<file path="src/design/tta_pkg.sv">
// Shared types and constants for the timestamp tick accumulator.
package tta_pkg;

    localparam int TTA_W     = 64;
    localparam int TTA_CNT_W = $clog2(TTA_W);

    localparam logic [TTA_CNT_W-1:0] TTA_CNT_LAST = TTA_CNT_W'(TTA_W - 1);

    typedef logic [TTA_W-1:0] t_word;

    localparam t_word TTA_ZERO = '0;
    localparam t_word TTA_ONE  = t_word'(1);

    // Status of the shared divider.
    typedef struct packed {
        logic busy;
        logic done;
    } t_div_stat;

    typedef enum logic [1:0] {
        ST_IDLE,
        ST_DIV,
        ST_DONE
    } t_state;

endpackage

</file>
<file path="src/design/tta_divider.sv">
// Radix-2 restoring divider, one quotient bit per cycle.
module tta_divider (
    input  logic               i_clk,
    input  logic               i_rst_n,
    input  logic               i_start,
    input  tta_pkg::t_word     i_dividend,
    input  tta_pkg::t_word     i_divisor,
    output tta_pkg::t_div_stat o_stat,
    output tta_pkg::t_word     o_quotient,
    output tta_pkg::t_word     o_remainder
);
    import tta_pkg::*;

    logic                 r_busy;
    logic                 r_done;
    logic [TTA_CNT_W-1:0] r_cnt;
    t_word                r_rem;
    t_word                r_quo;
    t_word                r_div;

    logic [TTA_W:0]   w_shift;
    logic [TTA_W+1:0] w_diff;
    logic             w_fit;

    // Shift in the next dividend bit and try the subtract.
    assign w_shift = {r_rem, r_quo[TTA_W-1]};
    assign w_diff  = {1'b0, w_shift} - {2'b00, r_div};
    assign w_fit   = ~w_diff[TTA_W+1];

    always_ff @(posedge i_clk) begin
        if (!i_rst_n) begin
            r_busy <= 1'b0;
            r_done <= 1'b0;
            r_cnt  <= '0;
        end else begin
            r_done <= 1'b0;
            if (i_start) begin
                r_busy <= 1'b1;
                r_cnt  <= '0;
            end else if (r_busy) begin
                r_cnt <= r_cnt + 1'b1;
                if (r_cnt == TTA_CNT_LAST) begin
                    r_busy <= 1'b0;
                    r_done <= 1'b1;
                end
            end
        end
    end

    always_ff @(posedge i_clk) begin
        if (i_start) begin
            r_rem <= TTA_ZERO;
            r_quo <= i_dividend;
            r_div <= i_divisor;
        end else if (r_busy) begin
            r_rem <= w_fit ? w_diff[TTA_W-1:0] : w_shift[TTA_W-1:0];
            r_quo <= {r_quo[TTA_W-2:0], w_fit};
        end
    end

    assign o_stat.busy  = r_busy;
    assign o_stat.done  = r_done;
    assign o_quotient   = r_quo;
    assign o_remainder  = r_rem;

endmodule

</file>
<file path="src/design/timestamp_tick_accumulator.sv">
// Top level: turns timer-event timestamps into whole system ticks.
//
// Input channel (i_in_valid / o_in_ready) carries one timestamp per request.
// Output channel (o_out_valid / i_out_ready) returns one result per request:
// ticks passed, system and source tick counts, and the leftover counts.
// The tick period is written through i_cfg_we / i_cfg_data; the user must
// write it only while idle, as the block itself does not enforce this.
//
// With a nonzero period one shared divider produces one quotient bit per
// cycle, then the request hands off to the done state and loads the output
// register; with a zero period it goes straight to the done state. The
// block takes one request at a time; o_in_ready is high only when no
// request is in work, so the next request is taken only once the last is
// loaded into the output register. A result held in the output register
// does not block the next request, but a finished result waits while the
// receiver stalls and the output register is still full.
//
// Synchronous reset clears the period, the stored timestamp (marked as not
// yet seen), the accumulator and both tick counters.
module timestamp_tick_accumulator (
    input  logic           i_clk,
    input  logic           i_rst_n,
    input  logic           i_cfg_we,
    input  tta_pkg::t_word i_cfg_data,
    input  logic           i_in_valid,
    output logic           o_in_ready,
    input  tta_pkg::t_word i_timestamp_now,
    output logic           o_out_valid,
    input  logic           i_out_ready,
    output tta_pkg::t_word o_ticks_passed,
    output tta_pkg::t_word o_system_tick_count,
    output tta_pkg::t_word o_source_tick_count,
    output tta_pkg::t_word o_leftover_counts
);
    import tta_pkg::*;

    t_state r_state;
    t_state n_state;

    t_word r_period;
    t_word r_last;
    logic  r_seen;
    t_word r_acc;
    t_word r_sys;
    t_word r_src;
    logic  r_fallback;
    logic  r_out_valid;
    t_word r_passed;

    logic      w_accept;
    logic      w_div_start;
    logic      w_load;
    t_word     w_delta;
    t_word     w_sum;
    t_word     w_passed;
    t_div_stat w_div_stat;
    t_word     w_quo;
    t_word     w_rem;

    // First event spans exactly one period.
    assign w_delta  = r_seen ? (i_timestamp_now - r_last) : r_period;
    assign w_sum    = r_acc + w_delta;
    assign w_accept = i_in_valid && o_in_ready;
    assign w_passed = r_fallback ? TTA_ONE : w_quo;

    tta_divider u_div (
        .i_clk       (i_clk),
        .i_rst_n     (i_rst_n),
        .i_start     (w_div_start),
        .i_dividend  (w_sum),
        .i_divisor   (r_period),
        .o_stat      (w_div_stat),
        .o_quotient  (w_quo),
        .o_remainder (w_rem)
    );

    always_comb begin
        n_state = r_state;
        case (r_state)
            ST_IDLE: begin
                if (w_accept) begin
                    n_state = (r_period == TTA_ZERO) ? ST_DONE : ST_DIV;
                end
            end
            ST_DIV: begin
                if (w_div_stat.done) begin
                    n_state = ST_DONE;
                end
            end
            ST_DONE: begin
                if (!r_out_valid || i_out_ready) begin
                    n_state = ST_IDLE;
                end
            end
            default: n_state = ST_IDLE;
        endcase
    end

    always_comb begin
        o_in_ready  = 1'b0;
        w_div_start = 1'b0;
        w_load      = 1'b0;
        case (r_state)
            ST_IDLE: begin
                o_in_ready  = 1'b1;
                w_div_start = i_in_valid && (r_period != TTA_ZERO);
            end
            ST_DIV: begin
                o_in_ready = 1'b0;
            end
            ST_DONE: begin
                w_load = !r_out_valid || i_out_ready;
            end
            default: begin
                o_in_ready = 1'b0;
            end
        endcase
    end

    always_ff @(posedge i_clk) begin
        if (!i_rst_n) begin
            r_state     <= ST_IDLE;
            r_period    <= TTA_ZERO;
            r_last      <= TTA_ZERO;
            r_seen      <= 1'b0;
            r_acc       <= TTA_ZERO;
            r_sys       <= TTA_ZERO;
            r_src       <= TTA_ZERO;
            r_fallback  <= 1'b0;
            r_out_valid <= 1'b0;
        end else begin
            r_state <= n_state;
            if (i_cfg_we) begin
                r_period <= i_cfg_data;
            end
            if (w_accept) begin
                r_last     <= i_timestamp_now;
                r_seen     <= 1'b1;
                r_fallback <= (r_period == TTA_ZERO);
            end
            if (w_load) begin
                r_sys       <= r_sys + w_passed;
                r_out_valid <= 1'b1;
                if (!r_fallback) begin
                    r_src <= r_src + w_quo;
                    r_acc <= w_rem;
                end
            end else if (i_out_ready) begin
                r_out_valid <= 1'b0;
            end
        end
    end

    // Output payload; the counters above already carry the updated values.
    always_ff @(posedge i_clk) begin
        if (w_load) begin
            r_passed <= w_passed;
        end
    end

    assign o_out_valid         = r_out_valid;
    assign o_ticks_passed      = r_passed;
    assign o_system_tick_count = r_sys;
    assign o_source_tick_count = r_src;
    assign o_leftover_counts   = r_acc;

    a_done_in_div: assert property (@(posedge i_clk) disable iff (!i_rst_n)
        w_div_stat.done |-> (r_state == ST_DIV))
        else $error("divider finished outside the divide state");

    a_busy_blocks_input: assert property (@(posedge i_clk) disable iff (!i_rst_n)
        w_div_stat.busy |-> !o_in_ready)
        else $error("input ready while the divider is busy");

    a_accept_leaves_idle: assert property (@(posedge i_clk) disable iff (!i_rst_n)
        w_accept |=> (r_state != ST_IDLE))
        else $error("accepted request did not start work");

    a_fallback_one: assert property (@(posedge i_clk) disable iff (!i_rst_n)
        (w_load && r_fallback) |=> (o_ticks_passed == TTA_ONE))
        else $error("fallback request did not report one tick");

    a_fallback_src: assert property (@(posedge i_clk) disable iff (!i_rst_n)
        (w_load && r_fallback) |=> ($stable(r_src) && $stable(r_acc)))
        else $error("fallback request changed source count or accumulator");

endmodule

</file>
<file path="config.mk">
export PLATFORM = sky130hd
export DESIGN_NAME = timestamp_tick_accumulator
export DESIGN_NICKNAME = d
export VERILOG_FILES = /design/src/design/tta_pkg.sv /design/src/design/tta_divider.sv /design/src/design/timestamp_tick_accumulator.sv
export SDC_FILE = /design/constraint.sdc
export NUM_CORES = 2
export LEC_CHECK = 0
export ABC_AREA = 1
export BUFFER_PORTS_ARGS = -buffer_cell sky130_fd_sc_hd__buf_2
export CELL_PAD_IN_SITES_DETAIL_PLACEMENT = 1
export CELL_PAD_IN_SITES_GLOBAL_PLACEMENT = 1
export CORE_ASPECT_RATIO = 1.25
export CORE_MARGIN = 2
export CORE_UTILIZATION = 45
export CTS_BUF_LIST = sky130_fd_sc_hd__clkbuf_2
export CTS_CLUSTER_SIZE = 20
export DETAILED_ROUTE_END_ITERATION = 8
export GPL_TIMING_DRIVEN = 0
export PLACE_DENSITY_LB_ADDON = 0.12
export SYNTH_ARGS = -nofsm -noshare
export SYNTH_HDL_FRONTEND = slang
export SYNTH_SLANG_ARGS = --single-unit
</file>
<file path="constraint.sdc">
create_clock -name i_clk -period 4.7 [get_ports i_clk]
set_input_delay 0.235 -clock i_clk [delete_from_list [all_inputs] [get_ports i_clk]]
set_output_delay 0.235 -clock i_clk [all_outputs]
set_load 0.03 [all_outputs]
</file>
==> results_dict.tcl, run 1 <==
set metrics [dict create \
    synth.avg_cell_area_um2 6.65 \
    seq_area_frac_synth_pct 30.7 \
    htreeDepth 4 \
    ys_top_cells_by_count "nand2_1 (1283), nor2_1 (1031), inv_1 (979)" \
    synth-edff-count 192 \
    place.gp.congestion 1.07 \
    cts_buffer_depth 3 \
    firstError "[ERROR GRT-0232] Routing congestion too high. Check the congestion heatmap in the GUI." \
    ios 391 \
    grt.overflow.total 56 \
    dpl.hpwl_mm 188 \
    stop_stage "global routing" \
    yosys-top-cells-area "dfxtp_1 (18%), edfxtp_1 (13%), nand2_1 (11%)" \
    yosysMostFrequentCell "nand2_1" \
    dp.cells 8425 \
    async_reset_ff_share_pct 0 \
    netlist_area_um2 44700 \
    initial_core_util_pct 45.2 \
    grt_max_degree 66 \
    outcome "stopped before the end" \
    ys.flop_type "dfxtp_1" \
    cts_sinks 589 \
    chipWidth_um 286 \
    synth_largest_area_cell "dfxtp_1" \
    syn_nets 7186 \
    grt_worst_setup_endpoint "u_div.o_quotient[63]$_DFFE_PP_/D" \
    row_count 129 \
    place_area_um2 48300 \
    postSynthCellCount 6724 \
    portBuffers 388 \
    synth_top_area_share_pct 17.8 \
    root_buffer "clkbuf_2" \
    ys.warnings.count 0 \
    cts_buffers 153 \
    grt.total_usage_pct 67.6 \
    die_y_um 356 \
    synth-seq-cells 589 \
    worst-ep-kind "register data pin" \
    synth.distinct_cells 53 \
]
## metal layers
layer  overflow  GRT usage [%]
met5          0           19.0
met4         30           67.7
met3          4           47.6
met2         21           87.0
met1          1           68.5
## what timing repair did
action	4_1_cts
setup buffers	2
resized for setup	38
hold endpoints to repair	324
pin swaps	4
hold buffers	409
setup endpoints to repair	35
## cells by family after synthesis
| family | Yosys count | synth area share (%) |
|---|---|---|
| buffers and inverters | 1168 | 9.98 |
| adder cells (fa/ha/maj) | 329 | 9.30 |
| AO/OA/AOI/OAI | 1645 | 20.8 |
| flip-flops | 589 | 30.7 |
| XOR/XNOR | 191 | 3.74 |
| AND/OR/NAND/NOR | 2802 | 25.5 |
## metrics by stage
stage | hold slack [ps] | TNS (ps) | setup WS, ps
CTS | 13.8 | -1.15 | -1.15
global placement | 442 | -142650 | -1630
detailed placement | 442 | -7950 | -520
floorplan | 370 | 0 | 702
==> run 2: changes to the inputs <==
==> config.mk (replaced) <==
export PLATFORM = sky130hd
export DESIGN_NAME = timestamp_tick_accumulator
export DESIGN_NICKNAME = d
export VERILOG_FILES = /design/src/design/tta_pkg.sv /design/src/design/tta_divider.sv /design/src/design/timestamp_tick_accumulator.sv
export SDC_FILE = /design/constraint.sdc
export NUM_CORES = 2
export LEC_CHECK = 0
export ABC_AREA = 1
export BUFFER_PORTS_ARGS = -buffer_cell sky130_fd_sc_hd__buf_2
export CORE_MARGIN = 2
export CORE_UTILIZATION = 40
export DETAILED_ROUTE_END_ITERATION = 8
export GPL_TIMING_DRIVEN = 0
export PLACE_DENSITY_LB_ADDON = 0.15
export SYNTH_ARGS = -nofsm -noshare
export SYNTH_HDL_FRONTEND = slang
export SYNTH_SLANG_ARGS = --single-unit
==> results_dict.tcl, run 2 <==
set metrics [dict create \
    drive_gt1_share_pct 10.4 \
    cts_sinks 589 \
    ys.flop_type "dfxtp_1" \
    ios 391 \
    hold_path.class "in2reg" \
    yosysMostFrequentCell "nand2_1" \
    area_growth_pct 18.8 \
    initial_core_util_pct 40.4 \
    rsz0062_at_grt "yes" \
    slew_viol_final 0 \
    clock-skew-final_ps 43.3 \
    netlist_area_um2 44700 \
    clkTransAtPathRegs_ps 60 \
    routed_via_density 5.44 \
    dpl.hpwl_mm 184 \
    finalPower_w 0.0224 \
    required_ps 5090 \
    finalHoldViolations 0 \
    wl_mm 217 \
    maxSlewHeadroom_pct 1.21 \
    final_cells 8888 \
    final_cell_mix "nand2_1 (1276), nor2_1 (1023), inv_1 (974)" \
    postSynthCellCount 6724 \
    top_layer "met4" \
    synth.avg_cell_area_um2 6.65 \
    coreArea_um2 111000 \
    grt_pass1_vias 46077 \
    drtAntennaViolNets 0 \
    grt_max_degree 49 \
    place.gp.congestion 1.10 \
    final_common_cell "nand2_1" \
    dieArea_um2 114000 \
    post-route-min-period_ps 4560 \
    routedWlPerCell_um 24.4 \
    crit_type "reg2reg" \
    async_reset_ff_share_pct 0 \
    drt-pass1-iter-count 6 \
    nets 7800 \
    synth_largest_area_cell "dfxtp_1" \
    root_buffer "clkbuf_16" \
    outcome "completed" \
    drt_iter0_markers 4293 \
    worstPathMaxFanout 4 \
    grt.overflow.total 0 \
    final.setup.tns_ps 0 \
    ys.warnings.count 0 \
    synth-seq-cells 589 \
    portBuffers 388 \
    syn_nets 7186 \
    met2_length_mm 97.7 \
    max_slew.worst_pin.slew_ps 1480 \
    row_count 122 \
    antenna_found_initial 13 \
    arrival_ps 4960 \
    route.detailed.drc 0 \
    grt.total_usage_pct 36.5 \
    cp-end-kind "flop" \
    htreeDepth 3 \
    wl_met1_mm 90.2 \
    cts_buffer_depth 3 \
    synth_top_area_share_pct 17.8 \
    period_share_pct 97.1 \
    chipWidth_um 338 \
    wl_met3_mm 16.5 \
    via_count 48379 \
    holdWs_ps 148 \
    synth-edff-count 192 \
    irDropWorstVdd_mv 0.306 \
    grt_first_pass_wirelength_mm 307 \
    yosys-top-cells-area "dfxtp_1 (18%), edfxtp_1 (13%), nand2_1 (11%)" \
    ys_top_cells_by_count "nand2_1 (1283), nor2_1 (1031), inv_1 (979)" \
    seq_area_frac_synth_pct 30.7 \
    setup_viol 0 \
    fmax_ghz 0.219 \
    cts_buffers 73 \
    power_density_nw_per_um2 421 \
    die_y_um 338 \
    clk_latency_ps 700 \
    maxCapViolCount 0 \
    worstSetupStartpointType "flop" \
    synth.distinct_cells 53 \
    final_core_util_pct 48.0 \
    cts_tree "built" \
    p_leak_nw 25.2 \
    dp.cells 8605 \
]
## run 2: cells by family after synthesis
family | count (synthesis) | synth area share, %
AO/OA/AOI/OAI | 1645 | 20.8
XOR/XNOR | 191 | 3.74
adder cells (fa/ha/maj) | 329 | 9.30
buffers and inverters | 1168 | 9.98
flip-flops | 589 | 30.7
AND/OR/NAND/NOR | 2802 | 25.5
## run 2: where the power goes
part / internal, W / total (W) / switching (W)
clock network: 0.00325 / 0.00578 / 0.00253
registers: 0.00598 / 0.00684 / 0.000857
logic: 0.00296 / 0.00975 / 0.00679
## run 2: worst max-delay path: stages, from the launching register on
cell and delay [ps]:
dfxtp_1 300, inv_1 40, ha_1 370, nand2_1 170, nor2_2 240, nand2_1 120, o21ai_4 300, a21boi_4 120
o21ai_2 240, xnor2_1 180, o21ai_1 90, ha_1 340, inv_1 140, o21ai_0 150, nor2_1 230, a21boi_2 220
o21ai_0 100, nand2_1 110, nand3_4 130, nand3_1 110, nand2_1 90, or2_2 290, nand3_1 90, o21ai_0 100
## run 2: worst paths after layout
check	depth (start not counted)	start	slack, ps	endpoint
worst min-delay path	4	i_in_valid	150	r_state[1]$_SDFFE_PN0P_
worst max register to register	23	r_last[11]$_SDFFE_PN0P_	140	u_div.o_quotient[54]$_DFFE_PP_
worst max-delay path	23	r_last[11]$_SDFFE_PN0P_	140	u_div.o_quotient[54]$_DFFE_PP_
worst min register to register	2	r_last[33]$_SDFFE_PN0P_	450	r_last[33]$_SDFFE_PN0P_
## run 2: cell type report
class | instances | area, µm²
inverters | 1004 | 3770
plain buffers | 163 | 699
flip-flops and latches | 589 | 13700
fillers | 11735 | 57600
clock inverters | 43 | 499
clock buffers | 91 | 1920
diodes | 3 | 7.51
repair buffers | 540 | 3480
well taps | 1488 | 1860
multi-input cells | 4967 | 27100
## run 2: metal layers
| layer | track usage (%) | vias up |
|---|---|---|
| met2 | 59.9 | 1905 |
| li1 | - | 23378 |
| met3 | 5.94 | 440 |
| met1 | 46.4 | 22656 |
| met4 | 17.7 | 0 |
| met5 | 0 | - |
## run 2: metrics by stage
stage,cell area (µm²),setup WS (ps)
after global placement,48500,-2240
final,53100,135
after CTS,52500,-33.8
after global routing,53100,-64.1
after floorplan,44700,702
after detailed placement,48600,-659
## run 2: repair_timing
item	4_1_cts	5_1_grt
gates resized for setup	37	141
endpoints found under the setup margin	36	40
hold endpoints to repair	129	0
pin swaps	3	33
hold buffers	129	0
buffers inserted	4	14
Power figures use the tool's default switching activity.
